<file path="config.mk">
export PLATFORM = sky130hd
export DESIGN_NAME = dual_led_blink_pattern_controller
export DESIGN_NICKNAME = d
export VERILOG_FILES = /design/src/sv/dlbpc_pkg.sv /design/src/sv/dlbpc_timer.sv /design/src/sv/dual_led_blink_pattern_controller.sv
export SDC_FILE = /design/constraint.sdc
export NUM_CORES = 1
export LEC_CHECK = 0
export BUFFER_PORTS_ARGS = -buffer_cell sky130_fd_sc_hd__buf_2
export CAP_MARGIN = 15
export CORE_ASPECT_RATIO = 1.2
export CORE_UTILIZATION = 35
export CTS_CLUSTER_SIZE = 16
export DETAILED_ROUTE_END_ITERATION = 8
export PLACE_DENSITY = 0.49
export SLEW_MARGIN = 10
export SYNTH_ARGS = -nofsm -noshare
export SYNTH_HDL_FRONTEND = slang
export SYNTH_HIERARCHICAL = 1
export SYNTH_SLANG_ARGS = --single-unit
</file>
<file path="constraint.sdc">
create_clock -name clk -period 5 [get_ports clk]
set_clock_uncertainty 0.15 [all_clocks]
set_input_delay 0.5 -clock clk [delete_from_list [all_inputs] [get_ports clk]]
set_output_delay 0.5 -clock clk [all_outputs]
set_load 0.005 [all_outputs]
</file>
<file path="src/sv/dlbpc_pkg.sv">
package dlbpc_pkg;

  localparam int unsigned TIME_W = 32;
  localparam int unsigned ACT_W = 4;
  localparam int unsigned SEL_W = 3;
  localparam int unsigned STAT_W = 2;
  localparam int unsigned IN_DATA_W = 40;
  localparam int unsigned OUT_DATA_W = 8;
  localparam int unsigned STEP_SEGS = 6;

  typedef enum logic [ACT_W-1:0] {
    ACT_TICK       = 4'd0,
    ACT_WIFI_CONN  = 4'd1,
    ACT_WIFI_DONE  = 4'd2,
    ACT_CHG_START  = 4'd3,
    ACT_CHG_STOP   = 4'd4,
    ACT_EYE_ON     = 4'd5,
    ACT_EYE_OFF    = 4'd6,
    ACT_EYE_BLINK  = 4'd7,
    ACT_EAR_ON     = 4'd8,
    ACT_EAR_OFF    = 4'd9,
    ACT_EAR_BLINK  = 4'd10
  } action_t;

  localparam logic [SEL_W-1:0] PAT_300   = 3'd0;
  localparam logic [SEL_W-1:0] PAT_500   = 3'd1;
  localparam logic [SEL_W-1:0] PAT_800   = 3'd2;
  localparam logic [SEL_W-1:0] PAT_1000  = 3'd3;
  localparam logic [SEL_W-1:0] PAT_3000  = 3'd4;
  localparam logic [SEL_W-1:0] PAT_STEP  = 3'd5;

  localparam logic [STAT_W-1:0] ST_UNSET = 2'd0;
  localparam logic [STAT_W-1:0] ST_ON    = 2'd1;
  localparam logic [STAT_W-1:0] ST_OFF   = 2'd2;
  localparam logic [STAT_W-1:0] ST_BLINK = 2'd3;

  localparam logic [TIME_W-1:0] STEP_END [STEP_SEGS] = '{
    32'd1500, 32'd3000, 32'd4500, 32'd7500, 32'd9000, 32'd17000
  };

  // blink timer state for one lamp
  typedef struct packed {
    logic              lamp;
    logic              restart;
    logic [TIME_W-1:0] start;
  } tmr_t;

  function automatic logic [TIME_W-1:0] half_ms(input logic [SEL_W-1:0] sel);
    logic [TIME_W-1:0] h;
    case (sel)
      PAT_300:  h = 32'd300;
      PAT_500:  h = 32'd500;
      PAT_800:  h = 32'd800;
      PAT_1000: h = 32'd1000;
      PAT_3000: h = 32'd3000;
      default:  h = 32'd0;
    endcase
    return h;
  endfunction

endpackage

</file>
<file path="src/sv/dlbpc_timer.sv">
module dlbpc_timer (
  input  logic [dlbpc_pkg::SEL_W-1:0]  pattern,
  input  logic [dlbpc_pkg::TIME_W-1:0] now_ms,
  input  dlbpc_pkg::tmr_t              cur,
  output dlbpc_pkg::tmr_t              nxt
);

  logic [dlbpc_pkg::TIME_W-1:0] start_eff;
  logic [dlbpc_pkg::TIME_W-1:0] elapsed;
  logic [dlbpc_pkg::TIME_W-1:0] half;
  logic [dlbpc_pkg::TIME_W:0]   full;
  logic                         found;

  assign start_eff = cur.restart ? now_ms : cur.start;
  assign elapsed   = now_ms - start_eff;
  assign half      = dlbpc_pkg::half_ms(pattern);
  assign full      = {half, 1'b0};

  always_comb begin
    nxt       = cur;
    nxt.start = start_eff;
    found     = 1'b0;
    if (pattern == dlbpc_pkg::PAT_STEP) begin
      for (int i = 0; i < dlbpc_pkg::STEP_SEGS; i++) begin
        if (!found && elapsed < dlbpc_pkg::STEP_END[i]) begin
          found    = 1'b1;
          nxt.lamp = (i % 2 == 0);
          if (i == 0) begin
            nxt.restart = 1'b0;
          end
        end
      end
      if (!found) begin
        nxt.restart = 1'b1;
        nxt.lamp    = 1'b1;
      end
    end else if (pattern < dlbpc_pkg::PAT_STEP) begin
      if (elapsed < half) begin
        nxt.restart = 1'b0;
        nxt.lamp    = 1'b1;
      end else if ({1'b0, elapsed} < full) begin
        nxt.lamp = 1'b0;
      end else begin
        nxt.restart = 1'b1;
        nxt.lamp    = 1'b1;
      end
    end else begin
      nxt = cur;
    end
  end

endmodule

</file>
<file path="src/sv/dual_led_blink_pattern_controller.sv">
// A request passes an input register and then a result register.
// Throughput: one request per cycle; in_tready drops only while both stages hold
// a request and out_tready is low.
// Reset (rst_n low, synchronous): both stages empty, lamps off, modes unset,
// blink off, both phase restart flags set.
module dual_led_blink_pattern_controller (
  input  logic                                 clk,
  input  logic                                 rst_n,
  input  logic                                 in_tvalid,
  output logic                                 in_tready,
  input  logic [dlbpc_pkg::IN_DATA_W-1:0]      in_tdata,   // eye_pattern_sel[2:0], now_ms[34:3]
  input  logic [dlbpc_pkg::ACT_W-1:0]          in_tuser,   // action[3:0]
  output logic                                 out_tvalid,
  input  logic                                 out_tready,
  output logic [dlbpc_pkg::OUT_DATA_W-1:0]     out_tdata   // eye_lamp[0], ear_lamp[1],
                                                           // eye_status[3:2], ear_status[5:4]
);

  logic                           in_valid_r;
  logic [dlbpc_pkg::ACT_W-1:0]    act_r;
  logic [dlbpc_pkg::SEL_W-1:0]    sel_r;
  logic [dlbpc_pkg::TIME_W-1:0]   now_r;
  logic                           out_valid_r;
  logic [dlbpc_pkg::OUT_DATA_W-1:0] out_data_r;
  logic                           advance;

  logic                           eye_blinking_r, eye_blinking_nxt;
  logic [dlbpc_pkg::SEL_W-1:0]    eye_pattern_r, eye_pattern_nxt;
  dlbpc_pkg::tmr_t                eye_tmr_r, eye_tmr_nxt, eye_tmr_run;
  logic                           ear_blinking_r, ear_blinking_nxt;
  dlbpc_pkg::tmr_t                ear_tmr_r, ear_tmr_nxt, ear_tmr_run;
  logic                           charging_r, charging_nxt;
  logic [dlbpc_pkg::STAT_W-1:0]   eye_status_r, eye_status_nxt;
  logic [dlbpc_pkg::STAT_W-1:0]   ear_status_r, ear_status_nxt;

  assign advance    = in_valid_r && (!out_valid_r || out_tready);
  assign in_tready  = !in_valid_r || advance;
  assign out_tvalid = out_valid_r;
  assign out_tdata  = out_data_r;

  dlbpc_timer u_eye_tmr (
    .pattern (eye_pattern_r),
    .now_ms  (now_r),
    .cur     (eye_tmr_r),
    .nxt     (eye_tmr_run)
  );

  dlbpc_timer u_ear_tmr (
    .pattern (dlbpc_pkg::PAT_500),
    .now_ms  (now_r),
    .cur     (ear_tmr_r),
    .nxt     (ear_tmr_run)
  );

  always_comb begin
    eye_blinking_nxt = eye_blinking_r;
    eye_pattern_nxt  = eye_pattern_r;
    eye_tmr_nxt      = eye_tmr_r;
    ear_blinking_nxt = ear_blinking_r;
    ear_tmr_nxt      = ear_tmr_r;
    charging_nxt     = charging_r;
    eye_status_nxt   = eye_status_r;
    ear_status_nxt   = ear_status_r;
    case (act_r)
      dlbpc_pkg::ACT_TICK: begin
        if (eye_blinking_r) begin
          eye_tmr_nxt = eye_tmr_run;
        end
        if (ear_blinking_r) begin
          ear_tmr_nxt = ear_tmr_run;
        end
      end
      dlbpc_pkg::ACT_WIFI_CONN: begin
        eye_blinking_nxt = 1'b1;
        eye_pattern_nxt  = dlbpc_pkg::PAT_STEP;
        eye_status_nxt   = dlbpc_pkg::ST_ON;
        ear_blinking_nxt = 1'b1;
        ear_status_nxt   = dlbpc_pkg::ST_BLINK;
      end
      dlbpc_pkg::ACT_WIFI_DONE: begin
        if (charging_r) begin
          eye_blinking_nxt = 1'b0;
          eye_tmr_nxt.lamp = 1'b0;
          eye_status_nxt   = dlbpc_pkg::ST_OFF;
          ear_blinking_nxt = 1'b0;
          ear_tmr_nxt.lamp = 1'b0;
          ear_status_nxt   = dlbpc_pkg::ST_OFF;
        end else begin
          eye_blinking_nxt = 1'b1;
          eye_pattern_nxt  = dlbpc_pkg::PAT_STEP;
          eye_status_nxt   = dlbpc_pkg::ST_ON;
          ear_blinking_nxt = 1'b0;
          ear_tmr_nxt.lamp = 1'b1;
          ear_status_nxt   = dlbpc_pkg::ST_ON;
        end
      end
      dlbpc_pkg::ACT_CHG_START: charging_nxt = 1'b1;
      dlbpc_pkg::ACT_CHG_STOP:  charging_nxt = 1'b0;
      dlbpc_pkg::ACT_EYE_ON: begin
        eye_blinking_nxt = 1'b0;
        eye_tmr_nxt.lamp = 1'b1;
        eye_status_nxt   = dlbpc_pkg::ST_ON;
      end
      dlbpc_pkg::ACT_EYE_OFF: begin
        eye_blinking_nxt = 1'b0;
        eye_tmr_nxt.lamp = 1'b0;
        eye_status_nxt   = dlbpc_pkg::ST_OFF;
      end
      dlbpc_pkg::ACT_EYE_BLINK: begin
        if (sel_r <= dlbpc_pkg::PAT_STEP) begin
          eye_blinking_nxt = 1'b1;
          eye_pattern_nxt  = sel_r;
          eye_status_nxt   = dlbpc_pkg::ST_ON;
        end
      end
      dlbpc_pkg::ACT_EAR_ON: begin
        ear_blinking_nxt = 1'b0;
        ear_tmr_nxt.lamp = 1'b1;
        ear_status_nxt   = dlbpc_pkg::ST_ON;
      end
      dlbpc_pkg::ACT_EAR_OFF: begin
        ear_blinking_nxt = 1'b0;
        ear_tmr_nxt.lamp = 1'b0;
        ear_status_nxt   = dlbpc_pkg::ST_OFF;
      end
      dlbpc_pkg::ACT_EAR_BLINK: begin
        ear_blinking_nxt = 1'b1;
        ear_status_nxt   = dlbpc_pkg::ST_BLINK;
      end
      default: ;
    endcase
  end

  // input register
  always_ff @(posedge clk) begin
    if (!rst_n) begin
      in_valid_r <= 1'b0;
    end else if (in_tready) begin
      in_valid_r <= in_tvalid;
    end
  end

  always_ff @(posedge clk) begin
    if (in_tready && in_tvalid) begin
      act_r <= in_tuser;
      sel_r <= in_tdata[dlbpc_pkg::SEL_W-1:0];
      now_r <= in_tdata[dlbpc_pkg::SEL_W +: dlbpc_pkg::TIME_W];
    end
  end

  // state and result register
  always_ff @(posedge clk) begin
    if (!rst_n) begin
      out_valid_r       <= 1'b0;
      eye_blinking_r    <= 1'b0;
      eye_pattern_r     <= dlbpc_pkg::PAT_300;
      eye_tmr_r.lamp    <= 1'b0;
      eye_tmr_r.restart <= 1'b1;
      eye_tmr_r.start   <= '0;
      ear_blinking_r    <= 1'b0;
      ear_tmr_r.lamp    <= 1'b0;
      ear_tmr_r.restart <= 1'b1;
      ear_tmr_r.start   <= '0;
      charging_r        <= 1'b0;
      eye_status_r      <= dlbpc_pkg::ST_UNSET;
      ear_status_r      <= dlbpc_pkg::ST_UNSET;
    end else begin
      if (out_tready || !out_valid_r) begin
        out_valid_r <= in_valid_r;
      end
      if (advance) begin
        eye_blinking_r <= eye_blinking_nxt;
        eye_pattern_r  <= eye_pattern_nxt;
        eye_tmr_r      <= eye_tmr_nxt;
        ear_blinking_r <= ear_blinking_nxt;
        ear_tmr_r      <= ear_tmr_nxt;
        charging_r     <= charging_nxt;
        eye_status_r   <= eye_status_nxt;
        ear_status_r   <= ear_status_nxt;
      end
    end
  end

  always_ff @(posedge clk) begin
    if (advance) begin
      out_data_r <= {2'b00, ear_status_nxt, eye_status_nxt,
                     ear_tmr_nxt.lamp, eye_tmr_nxt.lamp};
    end
  end

endmodule
</file>
### Yosys cells after proc, flatten, opt, wreduce, memory -nomap -nowiden

Index checks and enable logic that the tools add are counted.

| storage, ports and cells | value |
|---|---|
| logic and storage cells | 136 |
| output and inout port bits | 10 |
| input port bits | 48 |
| bits in registers | 125 |

| operators by class | value |
|---|---|
| equality and inequality tests | 20 |
| reduce and logical (&&, ||, !) cells | 35 |
| $lt $le $gt $ge | 12 |
| add/subtract/negate cells | 2 |
| multiplexer cells | 49 |

Operators by type and width:

| cell | number |
|---|---|
| 32-bit two-way mux | 4 |
| 34-bit two-way mux | 2 |
| 32-bit by 13-bit less-than comparator with 1-bit output, second input constant | 2 |
| 32-bit subtractor | 2 |
| 12-bit one-hot mux with 5 select lines | 1 |
| 32-bit by 10-bit less-than comparator with 1-bit output, second input constant | 1 |
| 32-bit by 11-bit less-than comparator with 1-bit output, second input constant | 1 |
| 32-bit by 12-bit less-than comparator with 1-bit output | 1 |
| 32-bit by 12-bit less-than comparator with 1-bit output, second input constant | 1 |
| 32-bit by 13-bit less-than comparator with 1-bit output | 1 |
| 32-bit by 14-bit less-than comparator with 1-bit output, second input constant | 1 |
| 32-bit by 15-bit less-than comparator with 1-bit output, second input constant | 1 |
| 32-bit by 9-bit less-than comparator with 1-bit output, second input constant | 1 |
| 1-bit two-way mux | 24 |
| 4-bit by 3-bit == test with 1-bit output, second input constant | 4 |
| 2-bit two-way mux | 8 |
| 2-bit one-hot mux with 4 select lines | 2 |
| 4-bit == test, second input constant | 3 |
| 1-bit one-hot mux with 4 select lines | 3 |
| 4-bit AND reduction | 3 |
| 3-bit one-hot mux with 3 select lines | 1 |
| 4-bit by 2-bit == test with 1-bit output, second input constant | 2 |
| 1-bit logical AND | 7 |
| 1-bit zero test | 7 |
| 23 further kinds | 35 |

### Longest topological paths before layout

| depth | value |
|---|---|
| depth in word-level cells | 29 |
| gate-level depth with buffers | 25 |
| mapped depth without buffers | 22 |

### Hierarchy

The synthesis kept the hierarchy.

Modules (own cells, without submodules):

| module | area an instance (um^2) | cells each | instances | sequential area each (um^2) |
|---|---|---|---|---|
| dual_led_blink_pattern_controller | 4,672.0 | 461 | 1 | 2,952.8 |
| dlbpc_timer at u_ear_tmr | 3,355.7 | 508 | 1 | 0.0 |
| dlbpc_timer at u_eye_tmr | 3,027.9 | 435 | 1 | 0.0 |

### Worst setup path after synthesis

No wires, ideal clock.

| timing | value |
|---|---|
| path kind | register to register |
| start | register eye_tmr_r[32] in the netlist's numbering |
| end | register out_data_r, in the netlist out_tdata[0], data pin |
| required time | 4.588 ns |
| buffers on the path | 3 |
| period minus slack after synthesis | 4.964 ns |
| stages on the path, launching flop included | 25 |
| setup time | 0.262 ns |
| data arrival time | 4.552 ns |
| setup slack | 0.036 ns |
| path through | dfxtp_1 -> buf_6 -> buf_1 -> mux2i_1 -> ha_1 -> buf_2 -> a21oi_1 -> o21ai_0 -> a21oi_2 -> xor2_1 -> inv_1 -> ha_1 -> a21oi_1 -> o21ai_0 -> or3_1 -> o211ai_1 -> a21oi_1 -> o31ai_1 -> nand3b_1 -> o22a_1 -> nand3_1 -> o211ai_1 -> mux2_2 -> a21oi_1 -> nand2_1 |

RTL lines:

| element | RTL line | source |
|---|---|---|
| from (decl) | dual_led_blink_pattern_controller.sv:29 | `dlbpc_pkg::tmr_t eye_tmr_r, eye_tmr_nxt, eye_tmr_run;` |
| from (signal assigned) | dual_led_blink_pattern_controller.sv:174 | `eye_tmr_r <= eye_tmr_nxt;` |
| to (signal assigned) | dual_led_blink_pattern_controller.sv:186 | `out_data_r <= {2'b00, ear_status_nxt, eye_status_nxt,` |
| to (decl) | dual_led_blink_pattern_controller.sv:24 | `logic [dlbpc_pkg::OUT_DATA_W-1:0] out_data_r;` |

==> summary.md <==
| Metric | Value |
|---|---|
| Fin crit share | `a little over nine tenths` |
| Final wirelength | `31200 um` |
| Die height | `around 200 um` |
| Total number of clock tree sinks | `125` |
| WL per Instance | `16.7 um` |
| Number of H-tree levels | `4` |
| Post-synthesis average cell area | `7.87 sq um` |
| Share of post-route cells with drive strength above 1 | `14.3%` |
| Detailed placement HPWL | `approximately 23000 um` |
| Longest individual stage delay on the worst path | `430 ps` |
| Worst skew pair latency | `440 ps` |
| Detailed Routing Iterations Pass 1 | `5` |
| RSZ-0062 raised after global routing | `yes` |
| GRT Overall Usage | `19.8%` |
| Vias/cell | `approximately 5.6` |
| Total vias in the final route | `10.4k` |
| Final hold viol count | `0` |
| Maximum operating frequency | `0.213 GHz` |
| Number of filler cells placed in the layout | `3138` |
| Global-route wire length before repair | `50500 um` |
| Drt drc | `0` |
| Number of DRC markers after the initial detailed-route iteration | `483` |
| Clock slew at the register clock pins of the worst setup and hold paths | `70 ps` |
| Number of enable flip-flop cells after synthesis | `45` |
| Placement Rows | `70` |
| Share of the yosys chip area belonging to registers | `26.7%` |
| Setup CP Type | `register to register` |
| Worst setup path start | `eye_tmr_r[32]$_SDFFE_PN1P_` |
| Critical R2R Capture | `eye_tmr_r[33]$_SDFFE_PN0P_` |
| Slowest library cell on the worst path | `dfxtp_4` |
| Number of instances in the synthesized netlist | `1404` |
| Worst vdd ir | `0.233 mV` |
| Peak fanout along the critical path | `6` |
| Reg2Reg Setup Slack | `just under 300 ps` |
| Most used flip-flop cell after synthesis | `dfxtp_1` |
| Post-CTS Hold Buffers | `0` |
| Total of warnings raised by yosys | `6` |
| Area Overhead vs Synth | `12.9%` |
| Placed instance count | `about 1.8k` |
| Maximum capacitance violations | `0` |
| CP Launch Type | `register` |
| I/O Buffers | `50` |
| Critical path arrival | `4860 ps` |
| Area of the mapped netlist | `between 10000 and 15000 sq um` |
| Die Span X | `164 um` |
| Cell accounting for the most synthesized area | `dfxtp_1` |
| Effective utilization at floorplan | `36.0%` |
| Main area contributors after synthesis | `dfxtp_1, edfxtp_1, ha_1` |
| Worst-Margin Slew | `1010 ps` |
| Final hold slack | `83.4 ps` |
| Clock root cell | `clkbuf_16` |
| Async S/R FF share, synth | `0%` |
| CTS tree | `built` |
| Antenna cells | `0` |
| Proportion of netlist area held by the largest area contributor | `14.5%` |
| Final Worst Setup Slack | `296 ps` |
| Required @ worst endpoint | `5160 ps` |
| Initial antenna violation count | `0` |
| Post-DRT Antenna Nets | `0` |
| Dpl ws | `121 ps` |
| Max-slew violation total from the final report | `0` |
| Total power divided by cell area | `277 nW/um^2` |
| Post-route design area | `12500 sq um` |
| Worst Reg2Reg Path Length in Cells | `22` |
| Number of global-route vias before repair | `10.1k` |
| Static power due to leakage | `between 5 and 6 nW` |
| Total chip power | `about 3.5 mW` |
| Total Nets Final | `approximately 1.6k` |
| Clock period minus worst slack | `~4700 ps` |
| Number of top-level pins | `58` |
| Buffer levels on the longest clock path | `2` |
| Hold WC Path Type | `primary input to register` |
| Cell seen most often among critical-path stages | `a21oi_1` |
| Number of buffers inserted during clock tree synthesis | `17` |
| Maximum number of pins on one net before global-route repair | `64` |
| Synth unique cells | `91` |
| Core area | `between 30000 and 40000 sq um` |
| Non-filler instance count after layout | `1869` |
| Critical-path cell list | `buf_6, mux2i_2, ha_1, and4_1, a21oi_2, xor2_1, inv_1, ha_1, a21oi_1, o21ai_0, or3_1, o211ai_1, a21oi_1, o31ai_1, nand3b_1, o22a_1, nand3_1, o211ai_1, mux2_2, a21oi_1, or2_2, a31oi_1` |
| Critical path endpoint | `eye_tmr_r[33]$_SDFFE_PN0P_` |
| Status | `finished clean` |
| RD Place Congestion | `0.881` |
| Global route overflow | `0` |
| Full die area | `around 32000 sq um` |
| Endpoints failing setup | `0` |
| Crit. End Element | `register` |
| Launch point of the worst reg-to-reg path | `eye_tmr_r[32]$_SDFFE_PN1P_` |
| Cell Area, Placed | `11700 sq um` |
| Worst slew slack as a fraction of its limit | `32.4%` |
| Number of synthesized register bits | `125` |
==> cells by family (layout without fill, tap and decap cells) <==
logic type / Yosys count / after routing / synth area share [%]
other cells: 2 / 8 / 0.0679
compound gates: 448 / 448 / 25.3
xor+xnor: 42 / 42 / 3.46
simple gates: 504 / 504 / 21.4
fa+ha+maj: 92 / 92 / 10.4
mux: 78 / 78 / 7.15
buf+inv: 113 / 176 / 5.45
flops: 125 / 125 / 26.7
==> worst min-delay path by stage <==
stage	from	end	slack, ps	depth (start not counted)
floorplan	eye_pattern_r[1]$_SDFFE_PN0P_	eye_pattern_r[1]$_SDFFE_PN0P_	280	2
global placement	ear_tmr_r[12]$_SDFFE_PN0P_	ear_tmr_r[12]$_SDFFE_PN0P_	300	2
detailed placement	ear_tmr_r[5]$_SDFFE_PN0P_	ear_tmr_r[5]$_SDFFE_PN0P_	310	2
CTS	in_tuser[0]	act_r[0]$_DFFE_PP_	70	1
global route	in_tuser[0]	act_r[0]$_DFFE_PP_	60	1
finish	in_tuser[0]	act_r[0]$_DFFE_PP_	80	1
==> placed cells by master, fill, tap and decap left out, types with 7 or more instances in the layout <==
| master | count |
|---|---|
| mux2_2 | 7 |
| buf_4 | 56 |
| o21bai_1 | 8 |
| clkbuf_16 | 17 |
| ha_1 | 90 |
| o21ai_1 | 9 |
| nand2_1 | 218 |
| o21a_1 | 20 |
| o21ai_0 | 63 |
| o31ai_1 | 8 |
| a21oi_2 | 11 |
| nand3_1 | 24 |
| a31oi_1 | 14 |
| and3_1 | 7 |
| nor3_1 | 14 |
| dfxtp_1 | 78 |
| nor2_1 | 127 |
| inv_1 | 32 |
| edfxtp_1 | 45 |
| conb_1 | 8 |
| a21o_1 | 14 |
| or3_1 | 13 |
| mux2i_2 | 7 |
| nand4_1 | 31 |
| nor4_1 | 8 |
| a211oi_1 | 11 |
| nor2b_1 | 10 |
| buf_2 | 50 |
| o211ai_1 | 11 |
| mux2i_1 | 63 |
| a21oi_1 | 203 |
| xor2_1 | 18 |
| xnor2_1 | 20 |
==> per-stage QoR <==
step	TNS, ps	utilization, %
floorplan	0	-
global placement	0	38.1
detailed placement	0	38.1
CTS	0	40.0
global route	-36.4	40.6
finish	0	40.6
==> where the power goes <==
| part | leakage, nW | switching (mW) | internal, mW |
|---|---|---|---|
| Sequential | 1.08 | 0.0423 | 1.08 |
| Combinational | 3.88 | 0.646 | 0.462 |
| Clock | 0.286 | 0.560 | 0.661 |
| Total | 5.24 | 1.25 | 2.21 |
==> metal layers <==
layer	track usage [%]	wire length, um	up-vias
met2	36.2	15800	154
li1	-	-	5272
met5	0	0	-
met3	2.15	697	42
met4	6.38	593	0
met1	23.7	14100	4927
==> sequential cells by signal, summed over array words and instances (netlist names) <==
name / flops
act_r: 4
charging_r: 1
ear_blinking_r: 1
ear_status_r: 2
ear_tmr_r: 34
eye_blinking_r: 1
eye_pattern_r: 3
eye_status_r: 2
eye_tmr_r: 34
in_valid_r: 1
now_r: 32
out_tdata: 6
out_tvalid: 1
sel_r: 3
==> cell usage after synthesis (19+ instances only) <==
master and instances:
a21oi_1 207, clkbuf_1 41, dfxtp_1 80, edfxtp_1 45, ha_1 92, inv_1 33, mux2i_1 70, nand2_1 219
nand3_1 24, nand4_1 31, nor2_1 127, o21a_1 20, o21ai_0 64, xnor2_1 21, xor2_1 19
==> cell type report <==
class | instances | area (sq um) | area share, %
clock inverters | 15 | 146 | 1.17
flip-flops and latches | 125 | 2960 | 23.7
inverters | 36 | 135 | 1.08
repair buffers | 108 | 702 | 5.63
multi-input cells | 1172 | 7610 | 61.0
clock buffers | 17 | 425 | 3.41
well taps | 396 | 495 | 3.97
==> worst max-delay path: cells and delay by family, from the launching register on <==
kind	cells	cell delay [ps]
AO/OA/AOI/OAI	10	1420
AND/OR/NAND/NOR	5	930
adder cells (fa/ha/maj)	2	640
multiplexers	2	530
flip-flops	1	430
buffers and inverters	2	260
XOR/XNOR	1	210
==> timing repair <==
| action | 4_1_cts | 5_1_grt |
|---|---|---|
| setup endpoints to repair | 0 | 4 |
| resized for setup | 0 | 25 |
| endpoints found under the hold margin | 0 | 0 |
| setup buffers | 0 | 12 |
Note: power is estimated with default switching activity, not from simulation.
